<file path="config.mk">
export PLATFORM = sky130hd
export DESIGN_NAME = sktab_cell
export DESIGN_NICKNAME = d
export VERILOG_FILES = /design/src/hw/rtl/sktab_pkg.sv /design/src/hw/rtl/sktab_cell.sv
export SDC_FILE = /design/constraint.sdc
export NUM_CORES = 1
export LEC_CHECK = 0
export ABC_AREA = 1
export BUFFER_PORTS_ARGS = -buffer_cell sky130_fd_sc_hd__buf_2
export CORE_AREA = 5 5 126 128
export DETAILED_ROUTE_END_ITERATION = 12
export DIE_AREA = 0 0 131 133
export PLACE_DENSITY = 0.76
export SLEW_MARGIN = 15
export SYNTH_ARGS = -nofsm -noshare
export SYNTH_HDL_FRONTEND = slang
export SYNTH_SLANG_ARGS = --single-unit
export TNS_END_PERCENT = 5
</file>
<file path="constraint.sdc">
create_clock -name clk -period 2.8 [get_ports clk]
set_clock_uncertainty 0.05 [all_clocks]
set_input_delay 0.28 -clock clk [delete_from_list [all_inputs] [get_ports clk]]
set_output_delay 0.28 -clock clk [all_outputs]
set_load 0.005 [all_outputs]
</file>
<file path="src/hw/rtl/sktab_pkg.sv">
// ----------------------------------------------------------------------------
// sktab_pkg
// Types and codes shared by the sorted key table engine.
// ----------------------------------------------------------------------------
package sktab_pkg;

	localparam logic [2:0] CMD_PROBE   = 3'd0;
	localparam logic [2:0] CMD_READ    = 3'd1;
	localparam logic [2:0] CMD_INSERT  = 3'd2;
	localparam logic [2:0] CMD_SHIFT   = 3'd3;
	localparam logic [2:0] CMD_DELETE  = 3'd4;
	localparam logic [2:0] CMD_EXTRACT = 3'd5;

	localparam logic [1:0] ST_OK    = 2'd0;
	localparam logic [1:0] ST_SMALL = 2'd1;
	localparam logic [1:0] ST_FULL  = 2'd2;
	localparam logic [1:0] ST_RANGE = 2'd3;

	typedef struct packed {
		logic [2:0]         cmd;
		logic [31:0]        key_a;
		logic [31:0]        key_b;
		logic [5:0]         cursor_in;
		logic [31:0]        child_in;
		logic signed [31:0] delta;
	} in_word_t;

	typedef struct packed {
		logic [1:0]  status;
		logic        found;
		logic [5:0]  cursor_out;
		logic        has_entry;
		logic [31:0] key_out;
		logic [31:0] child_out;
		logic [5:0]  entry_count;
		logic        last;
	} out_word_t;

	// per-cell command for one pass step
	typedef struct packed {
		logic        shift_up;   // take left neighbor (insert)
		logic        shift_dn;   // take right neighbor (removal)
		logic        load;       // load new entry
		logic        sub;        // key minus delta
	} cell_ctl_t;

endpackage

</file>
<file path="src/hw/rtl/sktab_cell.sv">
// ----------------------------------------------------------------------------
// sktab_cell
// One table slot: holds a key and child; loads a new entry, takes a neighbor's, or subtracts delta.
// ----------------------------------------------------------------------------
module sktab_cell #(
	parameter int CHILD_BITS = 32
) (
	input  logic                     clk,
	input  sktab_pkg::cell_ctl_t     ctl,
	input  logic [31:0]              left_key,
	input  logic [CHILD_BITS-1:0]    left_child,
	input  logic [31:0]              right_key,
	input  logic [CHILD_BITS-1:0]    right_child,
	input  logic [31:0]              new_key,
	input  logic [CHILD_BITS-1:0]    new_child,
	input  logic [31:0]              delta,
	output logic [31:0]              key,
	output logic [CHILD_BITS-1:0]    child
);
	import sktab_pkg::*;

	logic [31:0]           key_q;
	logic [CHILD_BITS-1:0] child_q;

	always_ff @(posedge clk) begin
		if (ctl.load) begin
			key_q   <= new_key;
			child_q <= new_child;
		end else if (ctl.shift_up) begin
			key_q   <= left_key;
			child_q <= left_child;
		end else if (ctl.shift_dn) begin
			key_q   <= right_key;
			child_q <= right_child;
		end else if (ctl.sub) begin
			key_q   <= key_q - delta;
		end
	end

	assign key   = key_q;
	assign child = child_q;

endmodule

</file>
== Word-level counts from Yosys, hierarchy flattened ==
Cells that the tools add are included.
Operators by class
  muxes and demuxes: 7
  add/subtract/negate cells: 1
  reductions and logical operators: 2
Operators with widths (number)
  $mux W32: 7
  $sub A32 B32 Y32: 1
  $reduce_bool A4 Y1: 1
  $reduce_bool A3 Y1: 1
Word-level totals
  bits of input ports: 229
  output and inout bits: 64
  word-level logic and storage cells: 12
  register bits: 64

== Depth between registers and ports, before layout ==
Gate-level depths: netlist of run 1.
  depth after elaboration: 5
  gate-level depth with buffers: 17
  gate-level depth less buffers: 17

== Least setup slack after synthesis of run 1 ==
OpenSTA, ideal clock, no wires.
  path type: input port to flip-flop
  start point: input ctl[3] (netlist bit)
  end point: register key_q[0], in the netlist key[0], enable pin
  setup time: 0.333 ns
  slack: 0.083 ns
  data required time: 2.417 ns
  stages on the path: 5
  arrival: 2.334 ns
  buffers on the path: 2
  cells stage by stage: clkbuf_1 -> inv_1 -> buf_2 -> nand3_1 -> or2_2
Between the ends
  longest elaborated chain between the ends: 1
Ends and longest elaborated chain
  start: declaration: line sktab_cell.sv:9  | input sktab_pkg::cell_ctl_t ctl,
  $reduce_bool A4 Y1 (no line)
  end signal: assignment: line sktab_cell.sv:27  | key_q <= new_key;
  end signal: assignment: line sktab_cell.sv:30  | key_q <= left_key;
  end signal: assignment: line sktab_cell.sv:33  | key_q <= right_key;
  end: declaration: line sktab_cell.sv:22  | logic [31:0] key_q;
Every way passes these cells.
A chain may end at the register's enable or synchronous reset.

== Final worst setup path of run 1 ==
  start point: register key_q[0], in the netlist key[0]
  end point: register key_q[28], in the netlist key[28] (data pin)
Between the ends
  longest elaborated chain between the ends: 5
Ends and longest elaborated chain
  $sub A32 B32 Y32: line sktab_cell.sv:36  | key_q <= key_q - delta;
  $mux W32: line sktab_cell.sv:35  | end else if (ctl.sub) begin
  $mux W32: line sktab_cell.sv:32  | end else if (ctl.shift_dn) begin
  $mux W32: line sktab_cell.sv:29  | end else if (ctl.shift_up) begin
  $mux W32: line sktab_cell.sv:26  | if (ctl.load) begin
Every way passes these cells. The select of a mux whose other input is x is not followed.

==> flow_summary_export.csv, run 1 <==
group,metric,value,unit
outcome,status,"finished clean",
worst_setup_path,crit_type,"reg -> reg",
placement,dp_hpwl,17700,um
worst_setup_path,r2r-start,"key[0]$_DFFE_PP_",
sta,hold_viol_final,0,
routing,wl_per_cell,15.4,um
synth,synth-main-ff-cell,"edfxtp_1",
routing,drt-pass1-iter-count,5,
floorplan,fp.coreArea,14800,sq um
sta,slew-limit-headroom,0.656,
sta,tns,0,ns
layout,fill_cells,1540,
clocking,post_cts_buffers,0,
power,ir_drop,0.330,mV
synth,syn_area,6110,sq um
synth,synth_edf_count,64,
placement,placed_area,7710,sq um
placement,gp_congestion,0.913,
clocking,cts.sinks,64,
layout,final_cell_area,8020,sq um
floorplan,ioPinCount,293,
clocking,ctsResizeCount,0,
worst_setup_path,max_stage_delay,0.41,ns
routing,ant_nets,0,
synth,synthCells,976,
sta,fmax,424,MHz
global_route,grt_pass1_vias,6771,
floorplan,dieArea,17400,sq um
clocking,ctsHoldBuffers,0,
job,maxCapViolations,0,
global_route,grt-ovfl-total,0,
clocking,clockBufferDepth,2,
global_route,grt_max_degree,89,
layout,drive_gt1_frac,0.269,
power,pwr_density_cell,473,nW/um^2
layout,final_cell_mix,"339 x nand2_1, 292 x buf_2, 153 x inv_1",
clocking,clk_latency,0.34,ns
clocking,cts_max_level,3,
clocking,cts_made_buffers,9,
clocking,cts_tree,"done",
clocking,clk_pin_slew,0.06,ns
sta,slew_viol_final,0,
layout,final_nets,1514,
sta,tightest_slew,0.515,ns
floorplan,rows,45,
routing,drt_iter0_drc,397,
worst_setup_path,crit_family,"simple AND/OR/NAND/NOR gates",
routing,routed_wl,22400,um
worst_setup_path,crit_top_cell,"nand2_1",
power,p_leak,0.00454,uW
worst_setup_path,crit_start,"key[0]$_DFFE_PP_",
floorplan,die_w,131,um
sta,period_minus_slack,2.36,ns
global_route,antenna_found_initial,8,
sta,rsz0062_at_grt,"false",
synth,yosys.cell_types.count,29,
layout,area_growth,31.3,%
floorplan,initial_core_util,0.414,
sta,period_share,0.843,
clocking,cts-root-buf,"clkbuf_16",
synth,yosys_warnings,0,
floorplan,die_h,133,um
sta,fin_hold_ws,0.151,ns
placement,pre_cts_slack,0.457,ns
placement,portBuffers,292,
global_route,grt_pass1_wl,33900,um
sta,setup_viol,0,
synth,synth_nets,1237,
worst_setup_path,worstPathArrival,2.41,ns
routing,drc,0,
routing,via_per_inst,4.90,
worst_setup_path,crit_fanout,4,
synth,ys_ff_latch,64,
worst_setup_path,crit_path_top_delay_cell,"fa_1",
min_path,hp-class,"in -> reg",
layout,layout_commonest_cell,"nand2_1",
worst_setup_path,required,2.85,ns
routing,vias,7105,
synth,async_flop_share,0,
sta,fin_ws,0.439,ns
worst_setup_path,end_kind,"flop",
worst_setup_path,path_buf_inv,2,
worst_setup_path,critPathLaunchType,"flop",
power,power.total,3790,uW
synth,seq_area_frac_synth,0.315,
synth,syn_avg_cell_area,6.26,sq um
global_route,grt_use_total,0.250,
worst_setup_path,crit_chain,"inv_1 > ha_1 > fa_1 > inv_1 > nand3_1 > nand3_1 > nand3_1 > nand3_1 > nand2_1 > nand2_1 > nand2_1 > nand3_1 > nand2_1 > nand2_1 > nand2_1",
min_path,hp-start,"new_key[30]",
[power breakdown]
| group | switching [uW] | leakage, uW | internal [uW] | total, uW |
|---|---|---|---|---|
| clock | 483 | 0.000141 | 690 | 1170 |
| combinational | 837 | 0.00373 | 552 | 1390 |
| sequential | 46.0 | 0.000669 | 1180 | 1230 |
| total | 1370 | 0.00454 | 2430 | 3790 |
[stage by stage]
stage	std cells	util
detailed placement	1430	0.523
global route	1450	0.544
floorplan	976	-
global placement	1430	0.523
CTS	1446	0.543
finish	1451	0.544
[layout make-up]
class	instances	area (sq um)	share of cell area
Antenna cell	5	12.5	0.00156
Clock buffer	9	225	0.0281
Clock inverter	7	71.3	0.00889
Inverter	155	582	0.0725
Multi-Input combinational cell	722	3430	0.428
Sequential cell	64	1920	0.240
Tap cell	188	235	0.0293
Timing Repair Buffer	301	1540	0.192
[worst register-to-register path, stage by stage, from the launching register on]
cell and delay [ns]:
edfxtp_1 0.35, inv_1 0.05, ha_1 0.20, fa_1 0.41
inv_1 0.12, nand3_1 0.07, nand3_1 0.14, nand3_1 0.09
nand3_1 0.17, nand2_1 0.10, nand2_1 0.08, nand2_1 0.05
nand3_1 0.08, nand2_1 0.06, nand2_1 0.06, nand2_1 0.05
[cells in the mapped netlist (4+ instances only)]
| cell type | instances | area share |
|---|---|---|
| a21oi_1 | 122 | 0.10 |
| xnor2_1 | 8 | 0.011 |
| nand3_1 | 42 | 0.034 |
| nand2_1 | 339 | 0.21 |
| inv_1 | 154 | 0.095 |
| buf_2 | 7 | 0.0057 |
| edfxtp_1 | 64 | 0.31 |
| nor2_1 | 109 | 0.067 |
| o211ai_1 | 8 | 0.0098 |
| o21ai_1 | 8 | 0.0066 |
| nand2_2 | 13 | 0.013 |
| nand3b_1 | 4 | 0.0049 |
| clkbuf_1 | 23 | 0.014 |
| o21ai_0 | 17 | 0.014 |
| ha_1 | 31 | 0.063 |
[routing by layer]
layer / wire length, um / global-route usage
met1: 8890 / 0.307
met2: 10600 / 0.417
met3: 2310 / 0.0658
met4: 619 / 0.0931
met5: 44 / 0
[registers in the layout, indices dropped and copies added, names as in the netlist]
name   cells
key       32
child     32
[path summary, 6_finish.rpt]
| path | endpoint | slack [ns] | cells after the start |
|---|---|---|---|
| setup reg to reg | key[28]$_DFFE_PP_ | 0.44 | 15 |
| hold reg to reg | key[0]$_DFFE_PP_ | 0.88 | 5 |
| setup / recovery | key[28]$_DFFE_PP_ | 0.44 | 15 |
| hold / removal | key[30]$_DFFE_PP_ | 0.15 | 3 |
[cell families (layout without fill, tap and decap cells)]
family	count (synthesis)	in the layout	share of synthesized area
other cells	0	5	0
buf+inv	190	472	0.125
xor+xnor	10	10	0.0143
flops	64	64	0.315
compound gates	159	159	0.135
fa+ha+maj	32	32	0.0668
simple gates	521	521	0.344
Power figures use the tool's default switching activity.
==> run 2, diff against run 1 <==
--- a/config.mk
+++ b/config.mk
@@ -5,12 +5,12 @@
 export SDC_FILE = /design/constraint.sdc
 export NUM_CORES = 1
 export LEC_CHECK = 0
-export ABC_AREA = 1
+export ABC_AREA = 0
 export BUFFER_PORTS_ARGS = -buffer_cell sky130_fd_sc_hd__buf_2
-export CORE_AREA = 5 5 126 128
+export CORE_AREA = 5 5 114 116
 export DETAILED_ROUTE_END_ITERATION = 12
-export DIE_AREA = 0 0 131 133
-export PLACE_DENSITY = 0.76
+export DIE_AREA = 0 0 119 121
+export PLACE_DENSITY = 0.79
 export SLEW_MARGIN = 15
 export SYNTH_ARGS = -nofsm -noshare
 export SYNTH_HDL_FRONTEND = slang
==> constraint.sdc (replaced) <==
create_clock -name clk -period 2.3 [get_ports clk]
set_clock_uncertainty 0.05 [all_clocks]
set_input_delay 0.23 -clock clk [delete_from_list [all_inputs] [get_ports clk]]
set_output_delay 0.23 -clock clk [all_outputs]
set_load 0.005 [all_outputs]
==> flow_summary_export.csv, run 2 <==
group,metric,value,unit
clocking,clk_pin_slew,0.06,ns
global_route,grt_pass1_wl,30000,um
worst_setup_path,path_buf_inv,1,
synth,yosysTopAreaCell,"edfxtp_1",
layout,area_growth,51.7,%
synth,netlist_top_cells_count,"93 x nand2_1, 79 x o21ai_0, 64 x edfxtp_1",
floorplan,initial_core_util,0.443,
sta,rsz0062_at_grt,"true",
layout,fill_cells,998,
min_path,hp-class,"in -> reg",
worst_setup_path,required,2.30,ns
routing,vias,5930,
power,p_leak,0.00389,uW
clocking,cts_max_level,3,
worst_setup_path,crit_chain,"inv_1 > ha_2 > fa_2 > nand2b_4 > a21o_1 > a211oi_4 > o32ai_2 > or2_4 > o21ai_1 > xnor2_1 > o221ai_1",
power,pwr_density_cell,662,nW/um^2
layout,drive_gt1_frac,0.451,
worst_setup_path,crit_path_top_delay_cell,"fa_2",
synth,synth_nets,858,
synth,ys_ff_latch,64,
synth,synth_most_common_cell,"nand2_1",
sta,hold_viol_final,0,
sta,fin_hold_ws,0.129,ns
synth,syn_avg_cell_area,8.76,sq um
synth,synth_area_leaders,"edfxtp_1 37%, o21ai_0 7.6%, ha_1 7.4%, mux2i_1 6.9%, nand2_1 6.7%",
floorplan,dieArea,14400,sq um
floorplan,fp.coreArea,11800,sq um
clocking,clockBufferDepth,2,
global_route,grt_max_degree,67,
floorplan,die_h,121,um
layout,layout_commonest_cell,"buf_2",
outcome,violations,"negative setup slack",
clocking,cts-root-buf,"clkbuf_16",
layout,utilization,0.672,
sta,slew-limit-headroom,0.357,
sta,period_share,1.18,
routing,wl_per_cell,18.2,um
worst_setup_path,end_kind,"flop",
synth,async_flop_share,0,
global_route,grt-ovfl-total,0,
placement,dpl.cell_count,1084,
outcome,status,"finished, violations left",
layout,ff_latch_area,1920,sq um
routing,routed_wl,20100,um
synth,syn_area,5230,sq um
placement,dp_hpwl,16000,um
synth,synth.top_cell.area_share,0.368,
placement,gp_congestion,0.963,
sta,period_minus_slack,2.71,ns
global_route,grt_pass1_vias,5977,
layout,antenna_cells,0,
worst_setup_path,crit_family,"compound AO/OA/AOI/OAI gates",
synth,seq_area_frac_synth,0.368,
sta,fmax,369,MHz
worst_setup_path,crit_type,"reg -> reg",
clocking,clk_latency,0.33,ns
placement,portBuffers,292,
global_route,grt_use_total,0.261,
clocking,cts_made_buffers,9,
layout,final_nets,1210,
sta,slew_viol_final,0,
routing,drc,0,
sta,tightest_slew,0.963,ns
floorplan,die_w,119,um
layout,multiInputGateArea,3220,sq um
routing,ant_nets,0,
worst_setup_path,worstPathArrival,2.71,ns
routing,drt-pass1-iter-count,5,
clocking,ctsHoldBuffers,0,
sta,tns,-4.78,ns
worst_setup_path,max_stage_delay,0.35,ns
synth,synth-main-ff-cell,"edfxtp_1",
routing,via_per_inst,5.39,
worst_setup_path,crit_fanout,4,
synth,synth_edf_count,64,
worst_setup_path,critPathLaunchType,"flop",
layout,final_cell_mix,"292 x buf_2, 93 x nand2_1, 80 x buf_4",
job,maxCapViolations,0,
clocking,cts.sinks,64,
global_route,antenna_found_initial,2,
synth,yosys.cell_types.count,55,
floorplan,rows,40,
clocking,cts_tree,"done",
routing,drt_iter0_drc,399,
sta,setup_viol,20,
floorplan,ioPinCount,293,
synth,synthCells,597,
sta,fin_ws,-0.413,ns
synth,yosys_warnings,0,
power,ir_drop,0.362,mV
layout,stdcell_count,1101,
power,power.total,5250,uW
[run 2: worst paths after layout]
kind                     startpoint            endpoint  slack, ns  depth (start not counted)
setup / recovery   key[0]$_DFFE_PP_   key[26]$_DFFE_PP_      -0.41                         11
hold / removal         new_child[2]  child[2]$_DFFE_PP_       0.13                          3
setup reg to reg   key[0]$_DFFE_PP_   key[26]$_DFFE_PP_      -0.41                         11
hold reg to reg   key[31]$_DFFE_PP_   key[31]$_DFFE_PP_       0.81                          3
[run 2: kinds of logic (layout without fill, tap and decap cells)]
group / after synthesis / after routing / share of synthesized area
flops: 64 / 64 / 0.368
buf+inv: 74 / 431 / 0.0534
fa+ha+maj: 32 / 32 / 0.0780
xor+xnor: 30 / 30 / 0.0503
simple gates: 153 / 153 / 0.129
compound gates: 208 / 208 / 0.253
mux: 36 / 36 / 0.0689
[run 2: timing repair]
action,CTS,global route
gates resized for setup,19,18
setup buffers,1,0
pin swaps,13,3
setup endpoints to repair,22,24
endpoints found under the hold margin,0,0
[run 2: worst register-to-register path: stages (launching register included)]
cell      delay (ns)
edfxtp_1        0.34
inv_1           0.05
ha_2            0.17
fa_2            0.35
nand2b_4        0.15
a21o_1          0.20
a211oi_4        0.26
o32ai_2         0.14
or2_4           0.28
o21ai_1         0.19
xnor2_1         0.15
o221ai_1        0.12
[run 2: final cells by class]
type                    instances  area share
clock buffers                   9      0.0284
multi-input cells             459       0.406
repair buffers                373       0.262
well taps                     147      0.0232
flip-flops and latches         64       0.242
clock inverters                 7      0.0178
inverters                      42      0.0199
[run 2: power by group]
part           switching (uW)  internal, uW
logic                    1000          1000
registers                68.6          1450
clock network             553          1170
[run 2: stage by stage]
| stage | area (sq um) | setup WS (ns) |
|---|---|---|
| after floorplan | 5230 | -0.346 |
| after global placement | 7370 | -0.489 |
| after detailed placement | 7370 | -0.534 |
| after CTS | 7840 | -0.462 |
| after global routing | 7930 | -0.518 |
| final | 7930 | -0.413 |
[run 2: layer usage]
metal,track usage,wire length [um],share of wire,vias up
li1,-,-,-,2895
met1,0.325,7810,0.39,2707
met2,0.457,10300,0.51,279
met3,0.0522,1480,0.074,45
met4,0.0746,440,0.022,4
met5,0,21,0.0010,-
==> run 3, diff against run 2 <==
--- a/config.mk
+++ b/config.mk
@@ -11,6 +11,7 @@
 export DETAILED_ROUTE_END_ITERATION = 12
 export DIE_AREA = 0 0 119 121
 export PLACE_DENSITY = 0.79
+export SKIP_CTS_REPAIR_TIMING = 1
 export SLEW_MARGIN = 15
 export SYNTH_ARGS = -nofsm -noshare
 export SYNTH_HDL_FRONTEND = slang
==> flow_summary_export.csv, run 3 (synthesis gave the netlist of run 2 again) <==
group,metric,value,unit
placement,portBuffers,292,
power,power.total,5210,uW
sta,fin_ws,-0.511,ns
floorplan,rows,40,
sta,rsz0062_at_grt,"true",
power,ir_drop,0.362,mV
layout,fill_cells,1009,
routing,ant_nets,0,
worst_setup_path,crit_type,"reg -> reg",
global_route,antenna_found_initial,2,
floorplan,fp.coreArea,11800,sq um
floorplan,dieArea,14400,sq um
routing,drt-pass1-iter-count,5,
clocking,clk_pin_slew,0.06,ns
layout,final_cell_mix,"292 x buf_2, 92 x nand2_1, 80 x buf_4",
routing,vias,5903,
floorplan,die_w,119,um
sta,period_share,1.22,
outcome,status,"finished, violations left",
job,maxCapViolations,0,
layout,final_cell_area,7890,sq um
routing,routed_wl,19800,um
layout,final_nets,1210,
clocking,clk_latency,0.33,ns
sta,slew-limit-headroom,0.362,
layout,multiInputGateArea,3180,sq um
layout,layout_commonest_cell,"buf_2",
routing,drc,0,
layout,ff_latch_area,1920,sq um
worst_setup_path,critPathLaunchType,"flop",
floorplan,initial_core_util,0.443,
clocking,cts_made_buffers,9,
worst_setup_path,required,2.30,ns
routing,via_per_inst,5.36,
sta,fmax,356,MHz
routing,drt_iter0_drc,361,
global_route,grt_pass1_wl,29700,um
power,p_leak,0.00388,uW
worst_setup_path,crit_fanout,4,
layout,area_growth,50.9,%
min_path,hp-class,"in -> reg",
layout,drive_gt1_frac,0.444,
floorplan,die_h,121,um
floorplan,ioPinCount,293,
routing,wl_per_cell,18.0,um
clocking,clockBufferDepth,2,
global_route,grt_use_total,0.258,
clocking,cts_tree,"done",
sta,hold_viol_final,0,
layout,antenna_cells,0,
clocking,cts-root-buf,"clkbuf_16",
sta,tightest_slew,0.955,ns
clocking,cts.sinks,64,
power,pwr_density_cell,661,nW/um^2
global_route,grt-ovfl-total,0,
sta,setup_viol,20,
outcome,violations,"negative setup slack",
worst_setup_path,worstPathArrival,2.81,ns
sta,slew_viol_final,0,
placement,dp_hpwl,16000,um
placement,placed_area,7370,sq um
global_route,grt_max_degree,67,
global_route,grt_pass1_vias,5987,
clocking,cts_max_level,3,
worst_setup_path,end_kind,"flop",
placement,gp_congestion,0.963,
sta,period_minus_slack,2.81,ns
sta,fin_hold_ws,0.130,ns
==> run 3: cell count changes in the layout (fill, tap and decap cells not counted), moves of 2 or more <==
cell      previous run  this run
a21oi_1             41        43
a21oi_2              6         4
o21bai_1             2         4
o21bai_2             2         0
xnor2_1             15        17
xnor2_2              4         2
==> run 3: cell type report <==
class,instances,share of cell area
clock buffers,9,0.0285
clock inverters,7,0.0179
inverters,42,0.0200
multi-input cells,459,0.403
flip-flops and latches,64,0.243
well taps,147,0.0233
repair buffers,373,0.264
==> run 3: worst paths after layout <==
| kind | from | to | slack, ns | cells after the start |
|---|---|---|---|---|
| max | key[0]$_DFFE_PP_ | key[26]$_DFFE_PP_ | -0.51 | 11 |
| min | new_child[2] | child[2]$_DFFE_PP_ | 0.13 | 3 |
| max reg2reg | key[0]$_DFFE_PP_ | key[26]$_DFFE_PP_ | -0.51 | 11 |
| min reg2reg | key[31]$_DFFE_PP_ | key[31]$_DFFE_PP_ | 0.82 | 3 |
==> run 3: routing by layer <==
layer | up-vias | wire length (um) | GRT usage
li1 | 2890 | - | -
met1 | 2723 | 7820 | 0.322
met2 | 249 | 10200 | 0.452
met3 | 37 | 1430 | 0.0522
met4 | 4 | 343 | 0.0717
met5 | - | 21 | 0
==> run 3: worst max-delay path: stages (launching register included) <==
cell      delay [ns]
edfxtp_1        0.34
inv_1           0.05
ha_2            0.18
fa_2            0.37
nand2b_4        0.15
a21o_1          0.23
a211oi_4        0.29
o32ai_2         0.14
or2_4           0.30
o21ai_1         0.18
xnor2_1         0.15
o221ai_1        0.12
==> run 3: power breakdown <==
part           total [uW]  internal, uW  leakage [uW]  switching [uW]
Sequential           1520          1450      0.000675            69.1
Clock                1730          1170      0.000178             554
Combinational        1960           983       0.00303             980
Total                5210          3610       0.00388            1600
==> run 3: through the flow <==
| stage | setup slack (ns) | instances | util | setup TNS [ns] |
|---|---|---|---|---|
| 3_3_place_gp | -0.489 | 1084 | 0.624 | -5.33 |
| 6_report | -0.511 | 1101 | 0.668 | -5.57 |
| 3_5_place_dp | -0.534 | 1084 | 0.624 | -6.34 |
| 2_1_floorplan | -0.346 | 597 | - | -2.27 |
| 4_1_cts | -0.584 | 1100 | 0.655 | -6.73 |
| 5_1_grt | -0.613 | 1101 | 0.668 | -8.24 |
